==> src/dap_pkg.sv <==
// Shared types and constants for the deadline aging process scheduler.
// No dependencies; every other file refers to it by scoped names.
`default_nettype none

package dap_pkg;

  // Operation codes carried in the kind field of an input beat.
  localparam logic [2:0] KIND_ADMIT   = 3'd0;
  localparam logic [2:0] KIND_TICK    = 3'd1;
  localparam logic [2:0] KIND_PROMOTE = 3'd2;
  localparam logic [2:0] KIND_SELECT  = 3'd3;
  localparam logic [2:0] KIND_UPDATE  = 3'd4;
  localparam logic [2:0] KIND_REMOVE  = 3'd5;

  localparam logic LEVEL_HIGH = 1'b0;
  localparam logic LEVEL_LOW  = 1'b1;

  // One process entry as held in the table memory.
  typedef struct packed {
    logic        level;
    logic        waiting;
    logic [7:0]  pid;
    logic [15:0] deadline;
    logic [31:0] last_run;
    logic [15:0] io_reload;
    logic [15:0] io_left;
  } rec_t;

  // Write controls from the sequencer to the table.
  typedef struct packed {
    logic wr_rec;
    logic set_valid;
    logic clr_valid;
  } wctl_t;

  // Registered results of the arithmetic unit for one entry.
  typedef struct packed {
    logic signed [32:0] prio;
    logic               promote;
    logic [15:0]        io_dec;
    logic               io_zero;
  } unit_res_t;

endpackage

`default_nettype wire

==> src/dap_table.sv <==
// Process table: entry record memory with a registered read port and
// one write port, plus valid flags in flip-flops. Uses dap_pkg.
`default_nettype none

module dap_table #(
  parameter int MAX_PROCS = 16,
  parameter int IDX_W     = $clog2(MAX_PROCS)
) (
  input  wire                  clk,
  input  wire                  rst,
  input  wire                  rd_en,
  input  wire [IDX_W-1:0]      rd_addr,
  output dap_pkg::rec_t        rd_rec,
  output logic                 rd_valid,
  input  wire [IDX_W-1:0]      wr_addr,
  input  dap_pkg::wctl_t       wctl,
  input  dap_pkg::rec_t        wr_rec
);

  dap_pkg::rec_t        entry_mem [MAX_PROCS];
  logic [MAX_PROCS-1:0] valid;

  always_ff @(posedge clk) begin
    if (wctl.wr_rec) begin
      entry_mem[wr_addr] <= wr_rec;
    end
    if (rd_en) begin
      rd_rec <= entry_mem[rd_addr];
    end
  end

  always_ff @(posedge clk) begin
    if (rst) begin
      valid    <= '0;
      rd_valid <= 1'b0;
    end else begin
      if (wctl.set_valid) begin
        valid[wr_addr] <= 1'b1;
      end else if (wctl.clr_valid) begin
        valid[wr_addr] <= 1'b0;
      end
      if (rd_en) begin
        rd_valid <= valid[rd_addr];
      end
    end
  end

endmodule

`default_nettype wire

==> src/dap_unit.sv <==
// Shared arithmetic unit: elapsed time, select priority, promote test and
// I/O countdown for one entry per cycle, registered. Uses dap_pkg.
`default_nettype none

module dap_unit (
  input  wire                 clk,
  input  wire [31:0]          now,
  input  dap_pkg::rec_t       rec,
  output dap_pkg::unit_res_t  res
);

  logic [31:0] elapsed;
  logic [31:0] twice;
  logic [15:0] dec;

  assign elapsed = now - rec.last_run;
  assign twice   = {15'd0, rec.deadline, 1'b0};
  assign dec     = rec.io_left - 16'd1;

  always_ff @(posedge clk) begin
    // Priority cannot wrap in 33 bits: elapsed is below 2^32 and the
    // deadline below 2^16.
    res.prio    <= $signed({1'b0, elapsed} - {17'd0, rec.deadline});
    res.promote <= (twice < elapsed);
    res.io_dec  <= dec;
    res.io_zero <= (dec == 16'd0);
  end

endmodule

`default_nettype wire

==> src/deadline_aging_process_scheduler_top.sv <==
// Every command takes one pass over the table, one entry per cycle: a beat
// accepted on start runs until done pulses, and busy stays high from the
// cycle after acceptance through the last table entry, so a new start is
// taken in the done cycle. Each entry goes in turn through the single table
// read port and the shared arithmetic unit. The result (found, chosen_pid,
// refused) is valid only in the one cycle that done is high; the receiver
// cannot stall it. In the table, reset clears only the valid flags, with no
// clearing pass.
// Depends on dap_pkg, dap_table and dap_unit.
`default_nettype none

module deadline_aging_process_scheduler_top #(
  parameter int MAX_PROCS = 16
) (
  input  wire         clk,
  input  wire         rst,
  input  wire         start,
  output logic        busy,
  input  wire  [2:0]  kind,
  input  wire  [7:0]  pid,
  input  wire         level,
  input  wire  [15:0] deadline,
  input  wire  [15:0] io_wait,
  input  wire         waiting,
  input  wire  [31:0] now,
  output logic        done,
  output logic        found,
  output logic [7:0]  chosen_pid,
  output logic        refused
);

  localparam int IDX_W = $clog2(MAX_PROCS);
  localparam logic [IDX_W-1:0] LAST_IDX = IDX_W'(MAX_PROCS - 1);

  // Latched command.
  logic [2:0]  kind_r;
  logic [7:0]  pid_r;
  logic        level_r;
  logic [15:0] deadline_r;
  logic [15:0] io_wait_r;
  logic        waiting_r;
  logic [31:0] now_r;

  // Scan pipeline: issue, table read, unit result.
  logic             iss_act;
  logic [IDX_W-1:0] iss_idx;
  logic             s1_act;
  logic             s1_last;
  logic [IDX_W-1:0] s1_idx;
  logic             s2_act;
  logic             s2_last;
  logic [IDX_W-1:0] s2_idx;
  dap_pkg::rec_t    s2_rec;
  logic             s2_valid;

  dap_pkg::rec_t      rd_rec;
  logic               rd_valid;
  dap_pkg::unit_res_t ures;
  dap_pkg::wctl_t     wctl;
  dap_pkg::rec_t      wr_rec;

  // Running scan results.
  logic               hit;
  logic               hit_next;
  logic               have;
  logic               have_next;
  logic signed [32:0] best_prio;
  logic signed [32:0] best_prio_next;
  logic [7:0]         best_pid;
  logic [7:0]         best_pid_next;

  logic accept;
  logic better;

  assign accept = start && !busy;
  assign busy   = iss_act || s1_act || s2_act;

  dap_table #(
    .MAX_PROCS (MAX_PROCS),
    .IDX_W     (IDX_W)
  ) u_table (
    .clk      (clk),
    .rst      (rst),
    .rd_en    (iss_act),
    .rd_addr  (iss_idx),
    .rd_rec   (rd_rec),
    .rd_valid (rd_valid),
    .wr_addr  (s2_idx),
    .wctl     (wctl),
    .wr_rec   (wr_rec)
  );

  dap_unit u_unit (
    .clk (clk),
    .now (now_r),
    .rec (rd_rec),
    .res (ures)
  );

  always_ff @(posedge clk) begin
    if (accept) begin
      kind_r     <= kind;
      pid_r      <= pid;
      level_r    <= level;
      deadline_r <= deadline;
      io_wait_r  <= io_wait;
      waiting_r  <= waiting;
      now_r      <= now;
    end
    s1_idx    <= iss_idx;
    s1_last   <= (iss_idx == LAST_IDX);
    s2_idx    <= s1_idx;
    s2_last   <= s1_last;
    s2_rec    <= rd_rec;
    s2_valid  <= rd_valid;
    best_prio <= best_prio_next;
    best_pid  <= best_pid_next;
  end

  always_ff @(posedge clk) begin
    if (rst) begin
      iss_act    <= 1'b0;
      iss_idx    <= '0;
      s1_act     <= 1'b0;
      s2_act     <= 1'b0;
      hit        <= 1'b0;
      have       <= 1'b0;
      done       <= 1'b0;
      found      <= 1'b0;
      chosen_pid <= 8'd0;
      refused    <= 1'b0;
    end else begin
      s1_act <= iss_act;
      s2_act <= s1_act;
      if (accept) begin
        iss_act <= 1'b1;
        iss_idx <= '0;
        hit     <= 1'b0;
        have    <= 1'b0;
      end else begin
        if (iss_act) begin
          if (iss_idx == LAST_IDX) begin
            iss_act <= 1'b0;
          end else begin
            iss_idx <= iss_idx + 1'b1;
          end
        end
        hit  <= hit_next;
        have <= have_next;
      end
      done <= s2_act && s2_last;
      if (s2_act && s2_last) begin
        found      <= ((kind_r == dap_pkg::KIND_SELECT) && have_next) ||
                      (((kind_r == dap_pkg::KIND_UPDATE) ||
                        (kind_r == dap_pkg::KIND_REMOVE)) && hit_next);
        chosen_pid <= ((kind_r == dap_pkg::KIND_SELECT) && have_next) ?
                      best_pid_next : 8'd0;
        refused    <= (kind_r == dap_pkg::KIND_ADMIT) && !hit_next;
      end
    end
  end

  assign better = !have || (ures.prio > best_prio) ||
                  ((ures.prio == best_prio) && (s2_rec.pid < best_pid));

  // Decision for the entry at the end of the pipeline. Admit, update and
  // remove act on the first qualifying entry only; hit blocks the rest.
  always_comb begin
    hit_next       = hit;
    have_next      = have;
    best_prio_next = best_prio;
    best_pid_next  = best_pid;
    wctl           = '0;
    wr_rec         = s2_rec;
    if (s2_act) begin
      case (kind_r)
        dap_pkg::KIND_ADMIT: begin
          if (!hit && !s2_valid) begin
            hit_next         = 1'b1;
            wctl.wr_rec      = 1'b1;
            wctl.set_valid   = 1'b1;
            wr_rec.level     = dap_pkg::LEVEL_HIGH;
            wr_rec.waiting   = 1'b0;
            wr_rec.pid       = pid_r;
            wr_rec.deadline  = deadline_r;
            wr_rec.last_run  = now_r;
            wr_rec.io_reload = io_wait_r;
            wr_rec.io_left   = io_wait_r;
          end
        end
        dap_pkg::KIND_TICK: begin
          if (s2_valid && s2_rec.waiting) begin
            wctl.wr_rec = 1'b1;
            if (ures.io_zero) begin
              wr_rec.waiting = 1'b0;
              wr_rec.io_left = s2_rec.io_reload;
            end else begin
              wr_rec.io_left = ures.io_dec;
            end
          end
        end
        dap_pkg::KIND_PROMOTE: begin
          if (s2_valid && (s2_rec.level == dap_pkg::LEVEL_LOW) && ures.promote) begin
            wctl.wr_rec  = 1'b1;
            wr_rec.level = dap_pkg::LEVEL_HIGH;
          end
        end
        dap_pkg::KIND_SELECT: begin
          if (s2_valid && !s2_rec.waiting && (s2_rec.level == level_r) && better) begin
            have_next      = 1'b1;
            best_prio_next = ures.prio;
            best_pid_next  = s2_rec.pid;
          end
        end
        dap_pkg::KIND_UPDATE: begin
          if (!hit && s2_valid && (s2_rec.pid == pid_r)) begin
            hit_next        = 1'b1;
            wctl.wr_rec     = 1'b1;
            wr_rec.waiting  = waiting_r;
            wr_rec.level    = level_r;
            wr_rec.last_run = now_r;
          end
        end
        dap_pkg::KIND_REMOVE: begin
          if (!hit && s2_valid && (s2_rec.pid == pid_r)) begin
            hit_next       = 1'b1;
            wctl.clr_valid = 1'b1;
          end
        end
        default: begin
        end
      endcase
    end
  end

endmodule

`default_nettype wire
==> config.mk <==
export PLATFORM = sky130hd
export DESIGN_NAME = deadline_aging_process_scheduler_top
export DESIGN_NICKNAME = d
export VERILOG_FILES = /design/src/dap_pkg.sv /design/src/dap_table.sv /design/src/dap_unit.sv /design/src/deadline_aging_process_scheduler_top.sv
export SDC_FILE = /design/constraint.sdc
export NUM_CORES = 2
export LEC_CHECK = 0
export BUFFER_PORTS_ARGS = -buffer_cell sky130_fd_sc_hd__buf_2
export CAP_MARGIN = 20
export CORE_MARGIN = 2
export CORE_UTILIZATION = 50
export DETAILED_ROUTE_END_ITERATION = 6
export PLACE_DENSITY = 0.76
export SLEW_MARGIN = 20
export SYNTH_ARGS = -nofsm -noshare
export SYNTH_HDL_FRONTEND = slang
export SYNTH_SLANG_ARGS = --single-unit
==> constraint.sdc <==
create_clock -name clk -period 6.4 [get_ports clk]
set_input_delay 0.64 -clock clk [delete_from_list [all_inputs] [get_ports clk]]
set_output_delay 0.64 -clock clk [all_outputs]
set_load 0.02 [all_outputs]
==> metrics.md <==
| Metric | Value |
|---|---|
| Setup_tns | 0 ns |
| Hold slack | 0.0418 ns |
| Critical path type | register to register |
| Final Cell Area | 80600 um^2 |
| Leak | 0.0260 uW |
| Yosys reg bits | 1837 |
| Status | finished, final reports clean |
| Finish-stage setup viols | 0 |
| Register area share after synthesis | 0.746 |
| Maximum clock insertion buffer count | 3 |
| Chip height | roughly 380 um |
| DR iter-0 viols | 4606 |
| Period utilization | 0.670 |
| Relative slew slack | 0.316 |
| VDD IR max | 0.000239 V |
| Via count | approximately 36000 |
| Clock power frac | 0.402 |
| FF-to-FF End | u_unit.res[46] |
| Placed instance count | ~5500 |
| Cell area power density | 317 nW/um^2 |
| Final wirelength | 165 mm |
| Core area | 142000 um^2 |
| RSZ-0062 raised after global routing | no |
| Num rows | ~140 |
| CP max stage delay | 0.40 ns |
| CP bufs+invs | 2 |
| Achievable Freq | around 230 MHz |
| Routed Antenna Nets | 0 |
| Cts bufs inserted | roughly 170 |
| Pin count of the biggest net entering global routing | 139 |
| Worst-path cell chain | inv_1, ha_1, inv_1, fa_1, a21oi_1, o21ai_0, a21oi_1, xnor2_1, ha_1, nor3_1, o21ai_0, a21oi_1, o22ai_1, nor4_1, o31a_1, and2_1, nand3_1, xor2_1 |
| Synth top area share | 0.691 |
| Vias per inst | 6.15 |
| Maximum fanout along the worst path | 6 |
| Synthesized area per cell | 19.9 um^2 |
| Synth Instances | 3590 |
| Placer Congestion | slightly below 0.9 |
| Antenna cell count | 0 |
| Post-DP HPWL | 83.8 mm |
| Fin crit period | 4.29 ns |
| EDFF count, synth | 1640 |
| Net count, final | between 3000 and 4000 |
| Min-Delay Path Depth | 1 |
| Slowest CP cell | fa_1 |
| Ys async rst share | 0 |
| TritonCTS Sinks | 1837 |
| Hold Path Sink | now_r[26] |
| Post-synthesis net count | 3778 |
| Ys Warns | 0 |
| Die width | 382 um |
| Clock H-tree levels | 4 |
| Total gr overflow | 0 |
| HP Class | input port to register |
| Die area | 146000 um^2 |
| Top Ports | 92 |
| Synth top area cells | edfxtp_1 (69%), mux4_2 (14%), dfxtp_1 (5.5%), ha_1 (1.9%), nand2_1 (1.1%) |
| Startpoint types | register |
| DRC Markers | 0 |
| Number of setup buffers added after CTS | 0 |
| Crit path top cell by count | a21oi_1 |
| Router iterations before antenna repair | 7 |
| Fin. max-slew vios | 0 |
| Synthesized cell area | 71300 um^2 |
| PortBufs | 91 |
| First-pass GRT wire length | 243 mm |
| Worst reg2reg path depth | 18 |
| Initial antenna violation count | 5 |
| Yosys cell types | 79 |
| DP Area | 74400 um^2 |
| P_sw | about 5600 uW |
| Crit-path leading delay family | compound AO/OA/AOI/OAI gates |
| Hold Path Origin | now[26] |
| Logic pwr share | 0.068 |
| Critical path capture point type | register |
| Starting Density | 0.504 |
| Clock-pin slew on the worst setup and hold paths | 0.06 ns |
| Clock latency at the later pin of the worst-skew pair | 0.81 ns |
| Root Driver | clkbuf_16 |
| Number of global-route vias before repair | 36261 |
| Area grow syn2layout | 13.0% |
| CP Data Required Time | 7.08 ns |
| R2R Setup Slk | ~2.1 ns |
| Non-Filler Instances | 5841 |
| Max-Cap Viols | 0 |
| Total track usage | 0.227 |
| RR Startpoint | now_r[0] |
| Share of cells above drive strength 1 | 0.240 |
| Slew @ Worst Pin | slightly above 1 ns |
| Dominant cell type by area after synthesis | edfxtp_1 |
| Clk_skew | between 0.04 and 0.05 ns |
| Sequential Power Share | 0.531 |
| Hold Fails Final Rpt | 0 |
| CTS tree | done |
| Main synth FF type | edfxtp_1 |
| Pint | 19900 uW |
| Net Sw Frac | 0.220 |
| WP data arrival | 4.97 ns |
| WL/cell | 28.2 um |
-- per-layer routing --
metal / track usage / vias up / routed length (um)
met5: 0 / - / 34
met4: 0.0658 / 6 / 3980
met3: 0.0348 / 255 / 13200
met1: 0.316 / 18898 / 64500
li1: - / 14971 / -
met2: 0.375 / 1810 / 82900
-- Yosys cell counts (17+ instances only) --
cell,instances
a21o_1,32
a21oi_1,85
buf_1,29
clkbuf_1,123
dfxtp_1,197
edfxtp_1,1640
ha_1,106
inv_1,125
mux2_2,31
mux2i_1,20
mux4_2,455
nand2_1,212
nand3_1,50
nand4_1,24
nor2_1,73
nor2b_1,20
nor3_1,19
o21ai_0,74
or3_1,17
xnor2_1,34
xor2_1,33
-- area by class of cell --
class,instances,area [um^2]
inverters,125,472
clock buffers,229,4700
repair buffers,193,1600
flip-flops and latches,1837,53200
multi-input cells,1474,17200
fillers,10082,61000
clock inverters,93,1010
well taps,1890,2360
-- through the flow --
stage,util,setup slack [ns],power (uW)
3_5_place_dp,0.526,2.21,15500
5_1_grt,0.569,1.48,26300
2_1_floorplan,-,0.231,15000
6_report,0.569,2.11,25500
4_1_cts,0.569,2.13,25600
3_3_place_gp,0.526,2.20,15400
-- how the worst max path moves through the flow --
stage	from	end	slack, ns	cells past startpoint
global route	now_r[0]	u_unit.res[46]	1.48	18
detailed placement	now_r[0]	u_unit.res[47]	2.21	19
floorplan	kind_r[0]	u_table.entry_mem[15][0]	0.23	6
finish	now_r[0]	u_unit.res[46]	2.11	18
CTS	now_r[0]	u_unit.res[48]	2.13	18
global placement	now_r[0]	u_unit.res[49]	2.20	19
-- power groups by stage --
stage	clock network [uW]	logic (uW)	registers [uW]
floorplan	0	1270	13700
global placement	0	1630	13800
detailed placement	0	1680	13800
CTS	10400	1730	13500
global route	10800	1910	13500
finish	10200	1730	13500
-- worst reg2reg max path, cell delays in order, from the launching register on --
cell	delay, ns
edfxtp_1	0.35
inv_1	0.07
ha_1	0.16
inv_1	0.06
fa_1	0.40
a21oi_1	0.25
o21ai_0	0.11
a21oi_1	0.24
xnor2_1	0.13
ha_1	0.24
nor3_1	0.29
o21ai_0	0.16
a21oi_1	0.34
o22ai_1	0.18
nor4_1	0.32
o31a_1	0.26
and2_1	0.29
nand3_1	0.15
xor2_1	0.17
-- cell usage in the layout (no fill, tap or decap), types with 34 or more instances in the layout --
master,n
mux4_2,455
dfxtp_1,191
buf_4,36
nand3_1,49
o21ai_0,74
a21oi_1,85
clkbuf_16,173
dlygate4sd3_1,45
ha_1,106
clkbuf_1,40
edfxtp_1,1640
buf_2,91
nor2_1,57
xnor2_1,34
nand2_1,211
inv_1,124
-- flip-flops by register name (all words and copies together) (netlist names), 8 cells and up, named ones only --
register / cells
best_pid: 8
best_prio: 33
chosen_pid: 8
deadline_r: 16
io_wait_r: 16
now_r: 32
pid_r: 8
s2_rec: 90
u_table.entry_mem: 1440
u_table.rd_rec: 90
u_unit.res: 51
-- repair_timing --
| action | CTS | global route |
|---|---|---|
| gates resized for setup | 0 | 0 |
| hold buffers | 45 | 0 |
| hold endpoints to repair | 45 | 0 |
-- kinds of logic after synthesis --
group / after synthesis / share of synthesized area
XOR/XNOR: 67 / 0.00823
flip-flops: 1837 / 0.746
multiplexers: 507 / 0.152
adder cells (fa/ha/maj): 108 / 0.0192
buffers and inverters: 279 / 0.0148
AND/OR/NAND/NOR: 486 / 0.0324
AO/OA/AOI/OAI: 306 / 0.0278
(Power assumes the default switching activity.)
